### src/rtl/core/assert_macros.svh
// Assertion macros shared by the RTL files that carry concurrent checks.
// No dependencies; each file that asserts includes this header.
`ifndef ASSERT_MACROS_SVH
`define ASSERT_MACROS_SVH

// Property checked on every rising clock edge, disabled while reset is asserted.
`define ASSERT_AT_CLK(lbl, clk, rst_n, prop, msg) \
	lbl: assert property (@(posedge clk) disable iff (!rst_n) (prop)) else $error(msg);

// Condition that must never be true at a rising clock edge outside reset.
`define ASSERT_NEVER(lbl, clk, rst_n, cond, msg) \
	`ASSERT_AT_CLK(lbl, clk, rst_n, !(cond), msg)

`endif

### src/rtl/core/fir_lp_pkg.sv
// Shared constants, types and the coefficient ROM of the low-pass FIR filter.
// No dependencies; imported by fir_lp_ctrl, fir_lp_mac and the top level.
`timescale 1ns / 1ps

package fir_lp_pkg;

	localparam int DEF_TAPS         = 16;
	localparam int DEF_SAMPLE_WIDTH = 16;
	localparam int COEF_W           = 16;
	localparam int COEF_FRAC        = 15;
	localparam int ROM_DEPTH        = 64;
	localparam int ROM_AW           = $clog2(ROM_DEPTH);

	// Control that travels with one tap from the sequencer to the datapath.
	typedef struct packed {
		logic              vld;
		logic              first;
		logic              last;
		logic              hist_vld;
		logic [COEF_W-1:0] coef;
	} tap_ctl_t;

	// Q1.15 coefficients of the low-pass response; taps past the
	// sixteenth weigh zero.
	function automatic logic signed [COEF_W-1:0] coef_rom(input logic [ROM_AW-1:0] n);
		logic signed [COEF_W-1:0] c;
		case (n)
			0:       c = -16'sd108;
			1:       c = -16'sd172;
			2:       c = -16'sd225;
			3:       c = 16'sd0;
			4:       c = 16'sd833;
			5:       c = 16'sd2375;
			6:       c = 16'sd4297;
			7:       c = 16'sd5918;
			8:       c = 16'sd6554;
			9:       c = 16'sd5918;
			10:      c = 16'sd4297;
			11:      c = 16'sd2375;
			12:      c = 16'sd833;
			13:      c = 16'sd0;
			14:      c = -16'sd225;
			15:      c = -16'sd172;
			default: c = 16'sd0;
		endcase
		return c;
	endfunction

endpackage

### src/rtl/core/fir_lp_ram.sv
// Generic single-clock RAM with one write port and one registered read port.
// No dependencies.
`timescale 1ns / 1ps

module fir_lp_ram #(
	parameter int WIDTH = 16,
	parameter int DEPTH = 16
) (
	input  logic                     clk,
	input  logic                     we,
	input  logic [$clog2(DEPTH)-1:0] wr_addr,
	input  logic [WIDTH-1:0]         wr_data,
	input  logic                     rd_en,
	input  logic [$clog2(DEPTH)-1:0] rd_addr,
	output logic [WIDTH-1:0]         rd_data
);

	logic [WIDTH-1:0] mem [DEPTH];

	always_ff @(posedge clk) begin
		if (we) begin
			mem[wr_addr] <= wr_data;
		end
		if (rd_en) begin
			rd_data <= mem[rd_addr];
		end
	end

endmodule

### src/rtl/core/fir_lp_ctrl.sv
// Sequencer of the FIR filter: write pointer, history valid bits, tap read
// addresses, coefficient lookup and output hand-off. Uses fir_lp_pkg.
`timescale 1ns / 1ps

module fir_lp_ctrl
	import fir_lp_pkg::*;
#(
	parameter int TAPS = DEF_TAPS
) (
	input  logic                    clk,
	input  logic                    arst_n,
	input  logic                    in_valid,
	output logic                    in_ready,
	output logic                    wr_en,
	output logic [$clog2(TAPS)-1:0] wr_addr,
	output logic                    rd_en,
	output logic [$clog2(TAPS)-1:0] rd_addr,
	output tap_ctl_t                ctl_s1,
	input  logic                    acc_done,
	input  logic                    out_free,
	output logic                    load
);

	localparam int AW = $clog2(TAPS);
	localparam logic [AW-1:0] LAST_IDX = AW'(TAPS - 1);

	typedef enum logic [3:0] {
		ST_IDLE  = 4'b0001,
		ST_READ  = 4'b0010,
		ST_DRAIN = 4'b0100,
		ST_LOAD  = 4'b1000
	} state_t;

	state_t        state_q;
	logic [AW-1:0] wp_q;
	logic [AW-1:0] rd_addr_q;
	logic [AW-1:0] cnt_q;
	logic [TAPS-1:0] valid_q;
	logic          accept;
	logic          last_tap;

	assign in_ready = (state_q == ST_IDLE);
	assign accept   = in_valid && in_ready;
	assign wr_en    = accept;
	assign wr_addr  = wp_q;
	assign rd_en    = (state_q == ST_READ);
	assign rd_addr  = rd_addr_q;
	assign last_tap = (cnt_q == LAST_IDX);

	always_comb begin
		case (state_q)
			ST_DRAIN: load = acc_done && out_free;
			ST_LOAD:  load = out_free;
			default:  load = 1'b0;
		endcase
	end

	always_ff @(posedge clk or negedge arst_n) begin
		if (!arst_n) begin
			state_q   <= ST_IDLE;
			wp_q      <= '0;
			rd_addr_q <= '0;
			cnt_q     <= '0;
			valid_q   <= '0;
		end else begin
			case (state_q)
				ST_IDLE: begin
					if (accept) begin
						valid_q[wp_q] <= 1'b1;
						rd_addr_q     <= wp_q;
						wp_q          <= (wp_q == LAST_IDX) ? '0 : wp_q + 1'b1;
						cnt_q         <= '0;
						state_q       <= ST_READ;
					end
				end
				ST_READ: begin
					rd_addr_q <= (rd_addr_q == '0) ? LAST_IDX : rd_addr_q - 1'b1;
					cnt_q     <= cnt_q + 1'b1;
					if (last_tap) begin
						state_q <= ST_DRAIN;
					end
				end
				ST_DRAIN: begin
					if (acc_done) begin
						state_q <= out_free ? ST_IDLE : ST_LOAD;
					end
				end
				ST_LOAD: begin
					if (out_free) begin
						state_q <= ST_IDLE;
					end
				end
				default: begin
					state_q <= ST_IDLE;
				end
			endcase
		end
	end

	// Tap control lines up with the registered read data of the history RAM.
	always_ff @(posedge clk or negedge arst_n) begin
		if (!arst_n) begin
			ctl_s1 <= '0;
		end else begin
			ctl_s1.vld      <= (state_q == ST_READ);
			ctl_s1.first    <= (cnt_q == '0);
			ctl_s1.last     <= last_tap;
			ctl_s1.hist_vld <= valid_q[rd_addr_q];
			ctl_s1.coef     <= coef_rom(ROM_AW'(cnt_q));
		end
	end

endmodule

### src/rtl/core/fir_lp_mac.sv
// Multiply-accumulate datapath of the FIR filter, with round-half-up and
// saturation of the final sum. Uses fir_lp_pkg.
`timescale 1ns / 1ps

module fir_lp_mac
	import fir_lp_pkg::*;
#(
	parameter int TAPS         = DEF_TAPS,
	parameter int SAMPLE_WIDTH = DEF_SAMPLE_WIDTH
) (
	input  logic                    clk,
	input  logic                    arst_n,
	input  tap_ctl_t                ctl_s1,
	input  logic [SAMPLE_WIDTH-1:0] rd_data,
	output logic                    acc_done,
	output logic [SAMPLE_WIDTH-1:0] result
);

	localparam int PW    = SAMPLE_WIDTH + COEF_W;
	localparam int ACC_W = PW + $clog2(TAPS);
	localparam int RW    = ACC_W - COEF_FRAC;
	localparam logic [ACC_W-1:0] RND_HALF =
		{{(ACC_W - COEF_FRAC){1'b0}}, 1'b1, {(COEF_FRAC - 1){1'b0}}};
	localparam logic [RW-1:0] SAT_HI =
		{{(RW - SAMPLE_WIDTH + 1){1'b0}}, {(SAMPLE_WIDTH - 1){1'b1}}};
	localparam logic [RW-1:0] SAT_LO =
		{{(RW - SAMPLE_WIDTH + 1){1'b1}}, {(SAMPLE_WIDTH - 1){1'b0}}};

	logic signed [SAMPLE_WIDTH-1:0] sample_s1;
	logic signed [PW-1:0]           prod_s2;
	logic                           vld_s2;
	logic                           first_s2;
	logic                           last_s2;
	logic signed [ACC_W-1:0]        acc_q;
	logic signed [ACC_W-1:0]        prod_ext;
	logic signed [ACC_W-1:0]        rnd_sum;
	logic signed [RW-1:0]           rounded;

	// Entries never written since reset count as zero samples.
	assign sample_s1 = ctl_s1.hist_vld ? $signed(rd_data) : '0;

	always_ff @(posedge clk) begin
		prod_s2 <= sample_s1 * $signed(ctl_s1.coef);
	end

	always_ff @(posedge clk or negedge arst_n) begin
		if (!arst_n) begin
			vld_s2   <= 1'b0;
			first_s2 <= 1'b0;
			last_s2  <= 1'b0;
			acc_done <= 1'b0;
		end else begin
			vld_s2   <= ctl_s1.vld;
			first_s2 <= ctl_s1.first;
			last_s2  <= ctl_s1.last;
			acc_done <= vld_s2 && last_s2;
		end
	end

	assign prod_ext = {{(ACC_W - PW){prod_s2[PW-1]}}, prod_s2};

	always_ff @(posedge clk) begin
		if (vld_s2) begin
			acc_q <= first_s2 ? prod_ext : acc_q + prod_ext;
		end
	end

	assign rnd_sum = acc_q + $signed(RND_HALF);
	assign rounded = rnd_sum[ACC_W-1:COEF_FRAC];

	always_comb begin
		if (rounded > $signed(SAT_HI)) begin
			result = SAT_HI[SAMPLE_WIDTH-1:0];
		end else if (rounded < $signed(SAT_LO)) begin
			result = SAT_LO[SAMPLE_WIDTH-1:0];
		end else begin
			result = rounded[SAMPLE_WIDTH-1:0];
		end
	end

endmodule

### src/rtl/core/fir_lowpass_16_tap.sv
// Top level of the fixed-coefficient low-pass FIR filter; instantiates
// fir_lp_ram, fir_lp_ctrl and fir_lp_mac, uses fir_lp_pkg and assert_macros.svh.
`timescale 1ns / 1ps
`include "assert_macros.svh"

// Low-pass FIR filter with TAPS taps (sixteen by default) and Q1.15 samples.
// Each sample transfer on the input channel stores the sample in a circular
// history RAM and yields exactly one filtered sample on the output channel:
// the sum of coefficient n times the sample n steps back, the newest sample
// pairing with coefficient 0, rounded half up from the Q6.30 sum to Q1.15 and
// saturated to the signed SAMPLE_WIDTH-bit range. The history reads as zero
// after reset until each slot has been written, so no clearing pass is needed
// and the block is ready right after reset. One multiplier is shared by all
// taps: the history RAM is read one tap per cycle, and one sample occupies the
// block through the reads of all TAPS taps and the three-stage read, multiply
// and accumulate path. The input accepts the next sample while a finished
// result still waits in the output register; a result is held there until the
// downstream side takes it, and the filter stalls only when a new result is
// ready and the old one is still waiting.
module fir_lowpass_16_tap
	import fir_lp_pkg::*;
#(
	parameter int TAPS         = DEF_TAPS,
	parameter int SAMPLE_WIDTH = DEF_SAMPLE_WIDTH
) (
	input  logic                    clk,
	input  logic                    arst_n,
	input  logic                    in_valid,
	output logic                    in_ready,
	input  logic [SAMPLE_WIDTH-1:0] sample_in,
	output logic                    out_valid,
	input  logic                    out_ready,
	output logic [SAMPLE_WIDTH-1:0] filtered_out
);

	localparam int AW = $clog2(TAPS);

	logic                    wr_en;
	logic [AW-1:0]           wr_addr;
	logic                    rd_en;
	logic [AW-1:0]           rd_addr;
	logic [SAMPLE_WIDTH-1:0] rd_data;
	tap_ctl_t                ctl_s1;
	logic                    acc_done;
	logic                    out_free;
	logic                    load;
	logic [SAMPLE_WIDTH-1:0] result;
	logic                    out_valid_q;
	logic [SAMPLE_WIDTH-1:0] filtered_q;

	// The output register is free when empty or when its result transfers now.
	assign out_free = !out_valid_q || out_ready;

	fir_lp_ram #(
		.WIDTH (SAMPLE_WIDTH),
		.DEPTH (TAPS)
	) u_hist_ram (
		.clk     (clk),
		.we      (wr_en),
		.wr_addr (wr_addr),
		.wr_data (sample_in),
		.rd_en   (rd_en),
		.rd_addr (rd_addr),
		.rd_data (rd_data)
	);

	fir_lp_ctrl #(
		.TAPS (TAPS)
	) u_ctrl (
		.clk      (clk),
		.arst_n   (arst_n),
		.in_valid (in_valid),
		.in_ready (in_ready),
		.wr_en    (wr_en),
		.wr_addr  (wr_addr),
		.rd_en    (rd_en),
		.rd_addr  (rd_addr),
		.ctl_s1   (ctl_s1),
		.acc_done (acc_done),
		.out_free (out_free),
		.load     (load)
	);

	fir_lp_mac #(
		.TAPS         (TAPS),
		.SAMPLE_WIDTH (SAMPLE_WIDTH)
	) u_mac (
		.clk      (clk),
		.arst_n   (arst_n),
		.ctl_s1   (ctl_s1),
		.rd_data  (rd_data),
		.acc_done (acc_done),
		.result   (result)
	);

	// Output register: loaded with the rounded and saturated sum, cleared
	// when its transfer completes.
	always_ff @(posedge clk or negedge arst_n) begin
		if (!arst_n) begin
			out_valid_q <= 1'b0;
		end else if (load) begin
			out_valid_q <= 1'b1;
		end else if (out_ready) begin
			out_valid_q <= 1'b0;
		end
	end

	always_ff @(posedge clk) begin
		if (load) begin
			filtered_q <= result;
		end
	end

	assign out_valid    = out_valid_q;
	assign filtered_out = filtered_q;

	// A result must never overwrite one that has not transferred yet.
	`ASSERT_AT_CLK(a_no_overwrite, clk, arst_n, load |-> out_free, "result register overwritten")
	// Only one sample is in flight: the input closes right after a transfer.
	`ASSERT_AT_CLK(a_one_in_flight, clk, arst_n, (in_valid && in_ready) |=> !in_ready, "second sample accepted while busy")
	// A result is loaded only while a sample is being processed.
	`ASSERT_NEVER(a_no_load_idle, clk, arst_n, load && in_ready, "result loaded while idle")

endmodule
### config.mk
export PLATFORM = sky130hd
export DESIGN_NAME = fir_lowpass_16_tap
export DESIGN_NICKNAME = d
export VERILOG_FILES = /design/src/rtl/core/fir_lp_pkg.sv /design/src/rtl/core/fir_lp_ram.sv /design/src/rtl/core/fir_lp_ctrl.sv /design/src/rtl/core/fir_lp_mac.sv /design/src/rtl/core/fir_lowpass_16_tap.sv
export VERILOG_INCLUDE_DIRS = /design/src /design/src/rtl/core
export SDC_FILE = /design/constraint.sdc
export NUM_CORES = 1
export LEC_CHECK = 0
export BUFFER_PORTS_ARGS = -buffer_cell sky130_fd_sc_hd__buf_2
export CAP_MARGIN = 20
export CORE_ASPECT_RATIO = 0.5
export CORE_MARGIN = 2
export CORE_UTILIZATION = 52
export CTS_CLUSTER_DIAMETER = 80
export DETAILED_ROUTE_END_ITERATION = 10
export GPL_ROUTABILITY_DRIVEN = 0
export GPL_TIMING_DRIVEN = 0
export PLACE_DENSITY = 0.78
export SLEW_MARGIN = 20
export SYNTH_ARGS = -nofsm -noshare
export SYNTH_HDL_FRONTEND = slang
export SYNTH_SLANG_ARGS = --single-unit
### constraint.sdc
create_clock -name clk -period 7.6 [get_ports clk]
set_clock_uncertainty 0.05 [all_clocks]
set_input_delay 1.52 -clock clk [delete_from_list [all_inputs] [get_ports clk]]
set_output_delay 1.52 -clock clk [all_outputs]
set_load 0.02 [all_outputs]
Word level (Yosys, flattened, before mapping)
Memories as Yosys holds them, arrays and structs flattened. A register that Yosys moved wholly into a read port is not among the register bits.
Cells that the tools add are included.
{"block": "totals", "in_bits": 20, "ramBits": 256, "rom_bits": 240, "latchBits": 0, "reg_bits": 141, "output_inout_bits": 18, "word_cells": 80, "memories": 2}
{"block": "classes", "order_cmp": 5, "add_sub_neg": 5, "n_reduce_logical": 14, "n_bitwise": 1, "muxes": 24, "n_shift": 0, "n_eq_ne": 10, "mul": 1, "n_div": 0}
{"name": "u_hist_ram.mem", "depth": 16, "word_bits": 16, "read_ports": 1, "rd_ports_with_merged_regs": 1, "wr": 1, "line": "fir_lp_ram.sv:18", "source": "logic [WIDTH-1:0] mem [DEPTH];"}
{"name": "(no name shown)", "depth": 16, "word_bits": 15, "read_ports": 1, "rd_ports_with_merged_regs": 1, "wr": 0, "line": "fir_lp_pkg.sv:27", "source": "case (n)"}
{"operator": "adder 36 x 16 -> 36 bit (second input constant)", "count": 1}
{"operator": "adder 36 x 32 -> 36 bit", "count": 1}
{"operator": "two-way mux 36 bit", "count": 1}
{"operator": "two-way mux 4 bit", "count": 9}
{"operator": "multiplier 16 x 16 -> 32 bit", "count": 1}
{"operator": "two-way mux 16 bit", "count": 2}
{"operator": "greater-than comparator 21 x 16 -> 1 bit (second input constant)", "count": 1}
{"operator": "< comparator 21 x 16 -> 1 bit (second input constant)", "count": 1}
{"operator": "OR 16 bit", "count": 1}
{"operator": "one-hot mux 4 bit (2 select lines)", "count": 2}
{"operator": "one-hot mux 4 bit (4 select lines)", "count": 1}
{"operator": "== test 4 bit (second input constant)", "count": 3}
{"operator": "< comparator 4 x 5 -> 1 bit (second input constant)", "count": 2}
{"operator": "adder 4 x 1 -> 4 bit (second input constant)", "count": 2}
{"operator": "logical NOT 4 bit", "count": 2}
{"operator": "two-way mux 1 bit", "count": 6}
{"operator": "inequality test 2 x 1 -> 1 bit (second input constant)", "count": 3}
{"operator": "binary-select mux 1 bit (select 4 bit)", "count": 1}
{"operator": "demux 1 bit (select 4 bit)", "count": 1}
{"operator": "== test 4 x 1 -> 1 bit (second input constant)", "count": 1}
{"operator": "== test 4 x 2 -> 1 bit (second input constant)", "count": 1}
{"operator": "== test 4 x 3 -> 1 bit (second input constant)", "count": 1}
{"operator": ">= comparator 4 x 1 -> 1 bit (second input constant)", "count": 1}
{"operator": "logical AND 1 bit", "count": 4}
{"operator": "8 further kinds", "count": 11}

Longest topological paths before layout
{"block": "logic_depth", "ltp_word": 5, "ltp_mapped": 26, "ltp_nobuf": 23}

By module
From an unflattened synthesis, not the netlist that was laid out.
{"block": "hier_totals", "hier_cells": 2289, "area_unflattened_um2": 27620.2}
{"mod": "fir_lp_mac", "seq_area_each_um2": 1821.7, "instances": 1, "area_per_inst_um2": 14443.9, "cells_per_inst": 1612}
{"mod": "fir_lp_ram", "seq_area_each_um2": 8167.8, "instances": 1, "area_per_inst_um2": 10203.5, "cells_per_inst": 432}
{"mod": "fir_lp_ctrl", "seq_area_each_um2": 1227.4, "instances": 1, "area_per_inst_um2": 2444.8, "cells_per_inst": 226}
{"mod": "fir_lowpass_16_tap", "seq_area_each_um2": 505.5, "instances": 1, "area_per_inst_um2": 528.0, "cells_per_inst": 19}

Worst setup path after synthesis
No wires, ideal clock.
{"block": "synth_timing", "path_type": "flip-flop to flip-flop", "startpoint": "register, netlist name u_ctrl.ctl_s1[16]", "endpoint": "register u_mac.prod_s2[31]", "t_required_ns": 7.424, "synth_period_minus_slack_ns": 6.504, "stages_incl_launch_ff": 23, "arrival_ns": 6.329, "setup_ns": 0.126, "path_slack_ns": 1.096, "path_buffers": 2, "path_cell_list": "dfrtp_1 -> clkbuf_1 -> and2_1 -> clkbuf_1 -> nand2_1 -> fa_1 -> fa_1 -> fa_1 -> inv_1 -> fa_1 -> fa_1 -> inv_1 -> fa_1 -> inv_1 -> ha_1 -> and3_1 -> a31o_1 -> a311o_1 -> a221o_1 -> a211oi_2 -> o211ai_1 -> o41ai_2 -> xnor2_1"}
{"block": "synth_via", "elab_chain_len": 2}
{"element": "two-way mux 16 bit", "line": "fir_lp_mac.sv:40", "source": "assign sample_s1 = ctl_s1.hist_vld ? $signed(rd_data) : '0;"}
{"element": "multiplier 16 x 16 -> 32 bit", "line": "fir_lp_mac.sv:43", "source": "prod_s2 <= sample_s1 * $signed(ctl_s1.coef);"}
{"element": "end signal, assigned", "line": "fir_lp_mac.sv:43"}
{"element": "end, declared", "line": "fir_lp_mac.sv:30", "source": "logic signed [PW-1:0] prod_s2;"}
No other way between the ends.
A chain may end at the register's enable or synchronous reset.

Worst setup path in the final report
{"block": "layout_timing", "startpoint": "register, netlist name u_ctrl.ctl_s1[16]", "endpoint": "register u_mac.prod_s2[31]"}
{"block": "layout_via", "elab_chain_len": 2}
{"element": "two-way mux 16 bit", "line": "fir_lp_mac.sv:40"}
{"element": "multiplier 16 x 16 -> 32 bit", "line": "fir_lp_mac.sv:43"}
No other way between the ends.

==> results.yml <==
run_status:
  status: "finished, final reports clean"
setup_path:
  cp_max_fo: 10
  rr_worst_depth: 21
  cp.required_ns: 7.99
  critPathSlowestCell: "fa_1"
  crit_family: "adder cells"
  arrival_ns: 7.67
  critPathKind: "register to register"
  end_kind: "register"
  r2r_slack_ns: 0.32
  path_cells: "clkbuf_1 > and2_1 > nand2_1 > fa_1 > fa_1 > fa_1 > inv_1 > fa_1 > fa_1 > inv_1 > fa_1 > inv_1 > ha_1 > and3_1 > a31o_1 > a311o_1 > a221o_1 > a211oi_2 > o211ai_1 > o41ai_2 > xnor2_1"
  crit_path_start_kind: "register"
  regToRegEndpoint: "u_mac.prod_s2[31]$_DFF_P_"
  critPathMaxStageDelay_ns: 0.55
  worst-path-buf-inv: 4
  worst_r2r_startpoint: "u_ctrl.ctl_s1[16]$_DFF_PN0_"
  cpMostUsedCell: "fa_1"
logic_synthesis:
  synth.avg_cell_area_um2: 11.7
  async_flop_share_pct: 13.2
  syn-instance-count: 2344
  ys_types: 75
  yosysWarningCount: 0
  syn_area_mm2: 0.0274
  syn_nets: 2756
  ys_seq_area_share_pct: 42.7
  synth_edf_count: 324
  post-synth-top-area-cell: "edfxtp_1"
  synth_top_cell_area_share_pct: 35.5
  synth_top_cells_by_area: "edfxtp_1 35%, fa_1 18%, ha_1 6.9%, dfrtp_1 4.8%, inv_1 4.7%"
  synth.ff_latch_count: 410
  yosys_most_used_dff: "edfxtp_1"
clocking:
  path_clk_slew_ns: 0.07
  cts_buffers: 37
  cts.sinks: 410
  clockBufferDepth: 3
  clk_latency_ns: 0.57
  root_buffer: "clkbuf_16"
  cts_tree: "yes"
  cts_setup_buffers: 0
  ctsHtreeMaxLevel: 2
place:
  placed_area_mm2: 0.0288
  io_buffers: 37
  dp_hpwl_um: 46600
sta:
  rsz0062_at_grt: "no"
  period_minus_slack_ns: 7.28
  whs_ns: 0.300
  finalSetupViolations: 0
  fin_crit_sh_pct: 95.7
  hold_viol: 0
  maxSlewHeadroom_pct: 29.5
  slew_violations: 0
  tightest_slew_ns: 1.06
  fmax_mhz: 137
floorplanning:
  coreArea_mm2: 0.0520
  die_width_um: 329
  io-pin-count: 38
  die_y_um: 166
  initial_core_util_pct: 52.7
  die_area_mm2: 0.0547
  rows: 59
global_route:
  grt_use_met1_pct: 31.3
  grt_overflow: 0
  grt_pass1_wl_um: 101000
  grt_usage_pct: 23.5
  met3_usage_pct: 5.10
  grt_pass1_vias: 18800
  grtUsageMet2_pct: 37.9
  top_usage_layer: "met2"
  grt_max_degree: 55
  antenna_found_initial: 0
min_path:
  holdCritPathClass: "register to register"
  whs_path_depth: 0
  worstHoldStart: "u_ctrl.ctl_s1[18]$_DFF_PN0_"
  min_to: "u_mac.first_s2$_DFF_PN0_"
finish:
  design_area_mm2: 0.0301
  diodes: 0
  multiInputGateArea_mm2: 0.0142
  drive_gt1_share_pct: 8.50
  regArea_mm2: 0.0117
  nFillCells: 4134
  syn2layout_area_growth_pct: 9.52
  nets: 2843
drt:
  vias: 18400
  via_per_inst: 5.81
  ant_nets: 0
  wirelength_um: 63700
  dr.first_iter.drc_count: 1710
  drc_errors: 0
  wl_per_cell_um: 20.1
  dr.pass1.iters: 5
run:
  max-cap-violations: 0
==> layer usage <==
layer	part of all wire, %	routed length, µm	vias up
li1	-	-	8282
met1	41	25900	8985
met2	46	29500	920
met3	9.1	5790	186
met4	3.9	2480	0
met5	0	0	-
==> how the worst max path moves through the flow <==
stage / end / cells past startpoint / slack (ns) / from
6_report: u_mac.prod_s2[31]$_DFF_P_ / 21 / 0.32 / u_ctrl.ctl_s1[16]$_DFF_PN0_
5_1_grt: u_mac.prod_s2[31]$_DFF_P_ / 21 / 0.01 / u_ctrl.ctl_s1[16]$_DFF_PN0_
4_1_cts: u_mac.prod_s2[30]$_DFF_P_ / 20 / 0.03 / u_ctrl.ctl_s1[16]$_DFF_PN0_
3_5_place_dp: u_mac.prod_s2[30]$_DFF_P_ / 20 / -0.13 / u_ctrl.ctl_s1[16]$_DFF_PN0_
3_3_place_gp: u_mac.prod_s2[30]$_DFF_P_ / 20 / -0.06 / u_ctrl.ctl_s1[16]$_DFF_PN0_
2_1_floorplan: u_mac.prod_s2[31]$_DFF_P_ / 22 / 1.10 / u_ctrl.ctl_s1[16]$_DFF_PN0_
==> cells by family (layout without fill, tap and decap cells) <==
logic type	after synthesis	count (layout)	synth area share, %
AOI/OAI and AO/OA	360	360	8.84
xor gates and xnor gates	75	75	2.39
adders and majority gates	392	392	24.4
buffers and inverters	447	563	6.13
DFF	410	410	42.7
muxes	111	111	5.61
and+or+nand+nor	549	549	9.88
==> state kept, by name, summed over array words and instances (netlist names), 4 cells and up <==
register            count
u_hist_ram.mem        256
u_mac.acc_q            36
u_mac.prod_s2          32
u_ctrl.ctl_s1          17
filtered_out           16
u_ctrl.valid_q         16
u_hist_ram.rd_data     16
u_ctrl.cnt_q            4
u_ctrl.rd_addr          4
u_ctrl.state_q          4
u_ctrl.wr_addr          4
==> cells in the mapped netlist, drive strengths merged, types with 11 or more instances <==
library cell,n
a211oi,12
a21o,23
a21oi,70
a221oi,35
a22oi,17
and2,19
and3,111
clkbuf,94
dfrtp,53
dfxtp,32
edfxtp,324
fa,240
ha,152
inv,342
mux2i,74
mux4,34
nand2,182
nand2b,17
nand3,32
nor2,96
nor2b,12
nor3,29
o211ai,16
o21a,13
o21ai,98
o21bai,11
o31ai,12
or2,22
xnor2,43
xor2,32
==> cell usage in the layout (no fill, tap or decap), types with 74 or more instances in the layout <==
| cell type | instances |
|---|---|
| inv_1 | 342 |
| edfxtp_1 | 324 |
| fa_1 | 240 |
| nand2_1 | 182 |
| ha_1 | 152 |
| and3_1 | 111 |
| o21ai_0 | 95 |
| clkbuf_1 | 93 |
| nor2_1 | 83 |
| mux2i_1 | 74 |
==> what timing repair did <==
action                     CTS  global route
setup endpoints to repair    2             5
gates resized for setup      1            10
hold buffers                 0             0
==> cell type report <==
| cell class | instances | share of cell area, % |
|---|---|---|
| clock inverters | 19 | 0.658 |
| flip-flops and latches | 410 | 39.0 |
| inverters | 343 | 4.28 |
| clock buffers | 49 | 3.47 |
| well taps | 701 | 2.92 |
| plain buffers | 100 | 1.28 |
| repair buffers | 52 | 1.29 |
| multi-input cells | 1487 | 47.1 |
==> stage by stage <==
step | cells | util [%] | setup slack (ns) | setup TNS [ns]
3_5_place_dp | 3096 | 55.3 | -0.126 | -0.126
2_1_floorplan | 2344 | - | 1.10 | 0
4_1_cts | 3164 | 57.7 | 0.0295 | 0
6_report | 3161 | 57.8 | 0.323 | 0
5_1_grt | 3161 | 57.8 | 0.0109 | 0
3_3_place_gp | 3082 | 54.8 | -0.0626 | -0.0626
Power is not shown: default switching activity piles up to over one toggle a cycle in this logic, so the estimate is an artifact.
